$ cat src/ptd_pkg.sv
// Shared types and constants for the periodic task dispatcher.
// No dependencies; imported by ptd_div, periodic_task_dispatcher and the testbench.
`default_nettype none
package ptd_pkg;

    localparam int MAX_TASKS_DEF  = 16;
    localparam int DATA_W         = 32;
    localparam int SHARE_W        = 10;
    localparam int SCALED_W       = DATA_W + SHARE_W;
    localparam logic [SHARE_W-1:0] PERMILLE_MAX = SHARE_W'(1000);
    localparam logic [DATA_W-1:0]  WINDOW_RESET = 32'd1000000;
    localparam int S_TDATA_W      = 112;
    localparam int M_TDATA_W      = 192;
    localparam logic REG_CPU_WINDOW = 1'b0;

    typedef enum logic [2:0] {
        ACT_REGISTER = 3'd0,
        ACT_SET_EN   = 3'd1,
        ACT_POLL     = 3'd2,
        ACT_DONE     = 3'd3,
        ACT_TICK     = 3'd4
    } action_t;

    typedef enum logic [2:0] {
        ST_ACCEPTED = 3'd0,
        ST_REJECTED = 3'd1,
        ST_SKIP     = 3'd2,
        ST_RUN      = 3'd3,
        ST_TICK     = 3'd4,
        ST_WINDOW   = 3'd5
    } status_t;

    typedef enum logic [2:0] {
        S_IDLE,
        S_DECODE,
        S_EXEC,
        S_BDIV,
        S_CRD,
        S_CSTART,
        S_CDIV,
        S_PUT
    } state_t;

    typedef struct packed {
        logic [31:0] elapsed_us;
        logic        gate_open;
        logic        enable;
        logic        gate_bypass;
        logic [31:0] period_len;
        logic [31:0] now_us;
        logic [3:0]  task_index;
        logic [2:0]  action;
    } in_item_t;

    typedef struct packed {
        logic [31:0] peak_tick_us;
        logic [31:0] tick_count;
        logic [9:0]  busy_load;
        logic [9:0]  task_load;
        logic [31:0] max_elapsed_us;
        logic [31:0] last_elapsed_us;
        logic [31:0] invocations;
        logic [3:0]  task_id;
        logic [2:0]  status;
    } result_t;

    typedef struct packed {
        logic [31:0] period;
        logic [31:0] next_due;
        logic        gate_bypass;
        logic        en;
    } cfg_row_t;

    typedef struct packed {
        logic [31:0] runs;
        logic [31:0] last_time;
        logic [31:0] max_time;
        logic [31:0] win_time;
        logic [9:0]  share;
    } stat_row_t;

    typedef struct packed {
        logic        start;
        logic [31:0] part;
        logic [31:0] span;
    } div_req_t;

endpackage
`default_nettype wire

$ cat src/ptd_div.sv
// Iterative permille divider: min(part * 1000 / span, 1000), one quotient bit per cycle.
// Depends on ptd_pkg.
`default_nettype none
module ptd_div (
    input  wire logic              clk,
    input  wire logic              rst_n,
    input  wire ptd_pkg::div_req_t req,
    output logic                   busy,
    output logic                   done,
    output logic [9:0]             share
);
    import ptd_pkg::*;

    localparam int CNT_W = $clog2(SCALED_W + 1);

    logic [SCALED_W-1:0] sh_reg, sh_next;
    logic [DATA_W:0]     rem_reg, rem_next;
    logic [DATA_W-1:0]   dsr_reg, dsr_next;
    logic [CNT_W-1:0]    cnt_reg, cnt_next;
    logic                done_reg, done_next;
    logic [SCALED_W-1:0] scaled;
    logic [DATA_W:0]     rem_sh;
    logic                ge;

    // part * 1000 = part * 1024 - part * 16 - part * 8
    assign scaled = (SCALED_W'(req.part) << 10) - (SCALED_W'(req.part) << 4)
                  - (SCALED_W'(req.part) << 3);
    assign rem_sh = {rem_reg[DATA_W-1:0], sh_reg[SCALED_W-1]};
    assign ge     = rem_sh >= {1'b0, dsr_reg};

    always_comb
    begin
        sh_next   = sh_reg;
        rem_next  = rem_reg;
        dsr_next  = dsr_reg;
        cnt_next  = cnt_reg;
        done_next = 1'b0;
        if (req.start)
        begin
            sh_next  = scaled;
            rem_next = '0;
            dsr_next = req.span;
            cnt_next = CNT_W'(SCALED_W);
        end
        else if (cnt_reg != '0)
        begin
            rem_next  = ge ? (rem_sh - {1'b0, dsr_reg}) : rem_sh;
            sh_next   = {sh_reg[SCALED_W-2:0], ge};
            cnt_next  = cnt_reg - CNT_W'(1);
            done_next = (cnt_reg == CNT_W'(1));
        end
    end

    always_ff @(posedge clk or negedge rst_n)
    begin
        if (!rst_n)
        begin
            cnt_reg  <= '0;
            done_reg <= 1'b0;
        end
        else
        begin
            cnt_reg  <= cnt_next;
            done_reg <= done_next;
        end
    end

    always_ff @(posedge clk)
    begin
        sh_reg  <= sh_next;
        rem_reg <= rem_next;
        dsr_reg <= dsr_next;
    end

    assign busy  = (cnt_reg != '0);
    assign done  = done_reg;
    assign share = ((sh_reg[SCALED_W-1:SHARE_W] != '0) || (sh_reg[SHARE_W-1:0] > PERMILLE_MAX))
                 ? PERMILLE_MAX : sh_reg[SHARE_W-1:0];

endmodule
`default_nettype wire

$ cat config.mk
export PLATFORM = sky130hd
export DESIGN_NAME = ptd_div
export DESIGN_NICKNAME = d
export VERILOG_FILES = /design/src/ptd_pkg.sv /design/src/ptd_div.sv
export SDC_FILE = /design/constraint.sdc
export NUM_CORES = 1
export LEC_CHECK = 0
export BUFFER_PORTS_ARGS = -buffer_cell sky130_fd_sc_hd__buf_2
export CAP_MARGIN = 30
export CORE_UTILIZATION = 60
export CTS_CLUSTER_DIAMETER = 60
export CTS_CLUSTER_SIZE = 40
export DETAILED_ROUTE_END_ITERATION = 10
export PLACE_DENSITY = 0.86
export REMOVE_ABC_BUFFERS = 1
export SLEW_MARGIN = 20
export SYNTH_ARGS = -nofsm -noshare
export SYNTH_HDL_FRONTEND = slang
export SYNTH_SLANG_ARGS = --single-unit
$ cat constraint.sdc
create_clock -name clk -period 6.23 [get_ports clk]
set_input_delay 1.246 -clock clk [delete_from_list [all_inputs] [get_ports clk]]
set_output_delay 1.246 -clock clk [all_outputs]
set_load 0.05 [all_outputs]
Word level (Yosys, flattened, before mapping). Index checks and enable logic that the tools add are counted.

Flip-flop bits (word level): 113. Bits in latches: 0. Memory bits (writable): 0. Memory bits (read-only): 0. Input bits: 67. Output and inout bits: 12. Word-level logic and storage cells: 24. Memories kept: 0.

Add/subtract/negate cells: 4. Multiply operators: 0. Div/mod/pow operators: 0. Magnitude comparators: 2. Eq/ne operators: 1. Shift-type cells: 0. Multiplexer cells: 8. Bitwise logic cells: 0. Reduce and logical (&&, ||, !) cells: 4.

Operator list (number): $mux W42 (2); $sub A42 B35 Y42 (1); $sub A42 B36 Y42 (1); $ge A33 B32 Y1 (1); $mux W32 (1); $reduce_bool A32 Y1 (1); $sub A32 B32 Y32 (1); $mux W6 (2); $gt A10 B10 Y1 const B (1); $mux W10 (1); $eq A6 B1 Y1 const B (1); $reduce_bool A6 Y1 (1); $sub A6 B1 Y6 const B (1); $mux W1 (2); $reduce_bool A2 Y1 (1); $logic_or A1 B1 Y1 (1).

Longest topological paths before layout.
Depth after elaboration: 3. Mapped depth: 14. Mapped depth without buffers: 13.

Worst setup path after synthesis. OpenSTA, ideal clock, no wires.

Kind: input -> register. Start: input req[32] (netlist bit). End: register sh_reg[35], data pin. Library setup time: 0.260 ns. Data arrival time: 3.965 ns. Data required time: 5.970 ns. Path slack: 2.005 ns. Stages on the path: 13. Cells stage by stage: inv_1 fa_1 inv_1 ha_1 clkbuf_1 a211o_1 o311a_1 a311oi_2 o41ai_2 o21ai_2 o21bai_1 xnor2_1 mux2_2.

Word-level cells in the longest chain between the ends: 3.

Ends and longest elaborated chain: start, declared (RTL line ptd_div.sv:7) `input wire ptd_pkg::div_req_t req,`; $sub A42 B36 Y42 (RTL line ptd_div.sv:26) `assign scaled = (SCALED_W'(req.part) << 10) - (SCALED_W'(req.part) << 4)`; $sub A42 B35 Y42 (*) (RTL line ptd_div.sv:27) `- (SCALED_W'(req.part) << 3);`; $mux W42 (*) (RTL line ptd_div.sv:38) `if (req.start)`; named net sh_next[35] (RTL line ptd_div.sv:16) `logic [SCALED_W-1:0] sh_reg, sh_next;`; end signal, assigned (RTL line ptd_div.sv:70) `sh_reg <= sh_next;`; end, declared (RTL line ptd_div.sv:16).

Mark *: on every way through the listed nets, which the timed path passes. The rest lies on a longest branch. A chain may end at the register's enable or synchronous reset.

Worst setup path after layout. Same ends and word-level chain as after synthesis.

==> impl_results.md <==
- Maximum vdd drop: 0.1708 mV
- Share of cells above drive strength 1: 0.1521
- Die X-Extent: 126.7 um
- GR Overflow Total: 0
- Clock slew at reported path FFs: 0.06 ns
- First-pass DRT Iterations: 5
- Worst hold slack: 0.4698 ns
- Initial DRC count: 592
- Synth Area per Inst: 9.340 um^2
- Met3 Usage GRT: 0.04049
- Final Setup Violations: 0
- Post-DR vias/cell: 6.144
- Routed wire per std cell: 17.14 um
- Cell Area, Synth: 9330 um^2
- Slew Viols, Final: 0
- Tot GR Track Use: 0.2810
- Grt peak-use layer: met2
- CORE AREA: 15200 um^2
- Worst setup path start: req[32]
- DRC: 0
- # hold bufs at CTS: 0
- Cts repair resizes: 0
- CTS tree: done
- Synth warnings: 0
- Antenna cells: 0
- Setup repair bufs after CTS: 0
- Status: finished clean
- #FFs+latches synth: 113
- Crit-path max FO: 7
- Final ANT Viol Nets: 0
- Via count: 7821
- Worst setup endpoint: sh_reg[35]$_DFFE_PP_
- Root buf cell: clkbuf_16
- First-pass GRT wire length: 36250 um
- Tmin final: 4.231 ns
- Placer congestion estimate: 0.8890
- Cell Pwr Density: 274.0 nW/um^2
- Global routing usage on met2: 0.4927
- EDFF count, synth: 74
- Crit Path Category: in -> reg
- Area grow syn2layout: 12.26%
- RSZ-0062 raised after global routing: no
- Max reg flops: 42
- Worst slew pin tran: 0.9064 ns
- Yosys cell types: 76
- Cell mode on critical path: inv_1
- Initial antenna violation count: 0
- Vias in the first global route: 7748
- Hold path cells: 2
- Seq/Total Area, Yosys: 0.3256
- Critical R2R Capture: rem_reg[20]$_SDFFE_PP0P_
- Total power: 2.869 mW
- H-tree level count: 4
- Crit path DAT: 4.40 ns
- FMAX: 236.3 MHz
- Final hold violations: 0
- Final worst-path cycle share: 0.6792
- Startpoint Class: primary input
- Worst r2r src: dsr_reg[16]$_DFFE_PP_
- PortBufs: 78
- Worst Setup End Kind: flop
- Row cnt: 45
- # IOs: 79
- Initial Util: 0.6137
- Synth Flop Type: edfxtp_1
- # Max-Cap Violations: 0
- Detailed Route WL: 21820 um
- Flop2flop setup slack: 2.97 ns
- Critical Path RT: 6.40 ns
- CP max stage cell: fa_1
- CP Cell Sequence: buf_2, inv_1, fa_1, inv_1, ha_1, a211o_1, o311a_1, a311oi_2, o41ai_2, o21ai_2, o21bai_1, xnor2_1, mux2_2
- Fin nets: 1247
- Hold Crit Class: reg -> reg
- Fin Clk Skew: 0.009018 ns
- Clock sinks: 113
- Clk_lat worst skew: 0.42 ns
- Leakage: 4.568 nW
- Synth async-reset ratio: 0.06195
- Fillers: 1166
- Relative slew slack: 0.3935
- Largest net degree at the start of global routing: 63
- CTS buffer count: 17
- Reg2reg path depth: 12
- CTS max path bufs: 2
- Dpl ws: 1.593 ns
- HPWL after detailed placement: 16360 um
- Die ar.: 16050 um^2
- M1 GR Usage: 0.3516
- Die Height: 126.7 um
- Setup slack after layout: 1.999 ns
- Max incr delay on CP: 0.55 ns
- Setup TNS Final: 0 ns
- Gate Count Post-Synth: 999
## per-stage QoR
stage	instance area (um^2)	utilization	cells
2_1_floorplan	9179	-	969
3_3_place_gp	9839	0.6472	1239
3_5_place_dp	9854	0.6482	1240
4_1_cts	10460	0.6882	1272
5_1_grt	10470	0.6890	1273
6_report	10470	0.6890	1273
## worst min path at each step
stage                                  start  slack [ns]                  endpoint
floorplan             cnt_reg[2]$_DFFE_PN0P_        0.44            done$_DFF_PN0_
global placement    rem_reg[17]$_SDFFE_PP0P_        0.46  rem_reg[17]$_SDFFE_PP0P_
detailed placement   rem_reg[3]$_SDFFE_PP0P_        0.47   rem_reg[3]$_SDFFE_PP0P_
CTS                  rem_reg[9]$_SDFFE_PP0P_        0.47   rem_reg[9]$_SDFFE_PP0P_
global route        rem_reg[18]$_SDFFE_PP0P_        0.49  rem_reg[18]$_SDFFE_PP0P_
finish               rem_reg[8]$_SDFFE_PP0P_        0.47   rem_reg[8]$_SDFFE_PP0P_
## placed cells by master (no fill, tap or decap), types with 6 or more instances in the layout
| cell | Yosys | layout |
|---|---|---|
| a211oi_1 | 6 | 6 |
| a21o_1 | 37 | 37 |
| a21oi_1 | 82 | 82 |
| a31oi_1 | 9 | 9 |
| and2_1 | 11 | 11 |
| buf_2 | 3 | 77 |
| clkbuf_16 | 0 | 17 |
| dfrtp_1 | 7 | 7 |
| dfxtp_1 | 32 | 32 |
| edfxtp_1 | 74 | 74 |
| fa_1 | 26 | 26 |
| ha_1 | 82 | 82 |
| inv_1 | 91 | 91 |
| mux2_2 | 31 | 31 |
| mux2i_1 | 27 | 27 |
| nand2_1 | 72 | 72 |
| nand2b_1 | 17 | 17 |
| nand3_1 | 15 | 15 |
| nand4_1 | 13 | 13 |
| nor2_1 | 52 | 51 |
| nor2b_1 | 10 | 10 |
| nor3_1 | 14 | 14 |
| nor4_1 | 11 | 11 |
| o211ai_1 | 11 | 11 |
| o21a_1 | 11 | 11 |
| o21ai_0 | 37 | 37 |
| o21ai_1 | 35 | 35 |
| o21bai_1 | 11 | 11 |
| o31ai_1 | 6 | 6 |
| or3_1 | 9 | 9 |
| xnor2_1 | 45 | 45 |
| xor2_1 | 18 | 18 |
## worst max-delay path: cells and delay by family
family	cells	cell delay [ns]
AOI/OAI and AO/OA	6	1.50
xor gates and xnor gates	1	0.13
adders and majority gates	2	0.94
buffers and inverters	3	0.31
muxes	1	0.27
## routing by layer
layer  vias up  wire, um
met2       289     10820
met5         -         0
met1      3709      9382
met3        50      1112
met4         0       499
li1       3773         -
## kinds of logic after synthesis
| logic type | count (synthesis) | synth area share |
|---|---|---|
| AO/OA/AOI/OAI | 292 | 0.2021 |
| multiplexers | 58 | 0.06638 |
| AND/OR/NAND/NOR | 243 | 0.1278 |
| flip-flops | 113 | 0.3256 |
| buffers and inverters | 122 | 0.05324 |
| adder cells (fa/ha/maj) | 108 | 0.1657 |
| XOR/XNOR | 63 | 0.05914 |
## layout make-up
| cell class | count | area (um^2) | share of cell area |
|---|---|---|---|
| clock buffers | 18 | 429.2 | 0.04097 |
| clock inverters | 14 | 178.9 | 0.01708 |
| inverters | 92 | 345.3 | 0.03297 |
| multi-input cells | 764 | 5798 | 0.5536 |
| flip-flops and latches | 113 | 3038 | 0.2900 |
| well taps | 188 | 235.2 | 0.02246 |
| repair buffers | 84 | 449.2 | 0.04289 |
## cell usage after synthesis (5+ instances only)
| cell type | number | area share |
|---|---|---|
| xor2_1 | 18 | 0.017 |
| o31ai_1 | 6 | 0.0048 |
| nor4_1 | 11 | 0.0074 |
| a21oi_1 | 82 | 0.044 |
| nand2b_1 | 17 | 0.011 |
| edfxtp_1 | 74 | 0.24 |
| nand4_1 | 13 | 0.0087 |
| o21a_1 | 11 | 0.0089 |
| nand2_1 | 72 | 0.029 |
| a31oi_1 | 9 | 0.0060 |
| mux2i_1 | 27 | 0.029 |
| ha_1 | 82 | 0.11 |
| inv_1 | 91 | 0.037 |
| a211oi_1 | 6 | 0.0048 |
| mux2_2 | 31 | 0.037 |
| o211ai_1 | 11 | 0.0089 |
| fa_1 | 26 | 0.056 |
| or3_1 | 9 | 0.0060 |
| nand3_1 | 15 | 0.0080 |
| and3_1 | 5 | 0.0034 |
| nor2b_1 | 10 | 0.0067 |
| nor2_1 | 52 | 0.021 |
| clkbuf_1 | 20 | 0.0080 |
| and2_1 | 11 | 0.0074 |
| dfxtp_1 | 32 | 0.069 |
| nor3_1 | 14 | 0.0075 |
| o21bai_1 | 11 | 0.0089 |
| xnor2_1 | 45 | 0.042 |
| a21o_1 | 37 | 0.030 |
| o21ai_0 | 37 | 0.020 |
| o21ai_1 | 35 | 0.019 |
| dfrtp_1 | 7 | 0.019 |
## power breakdown
| part | leakage, nW | total, mW | internal [mW] | switching, mW |
|---|---|---|---|---|
| clock | 0.288 | 1.01 | 0.635 | 0.371 |
| sequential | 1.10 | 1.04 | 0.961 | 0.0828 |
| combinational | 3.18 | 0.820 | 0.359 | 0.462 |
(Power assumes the default switching activity.)
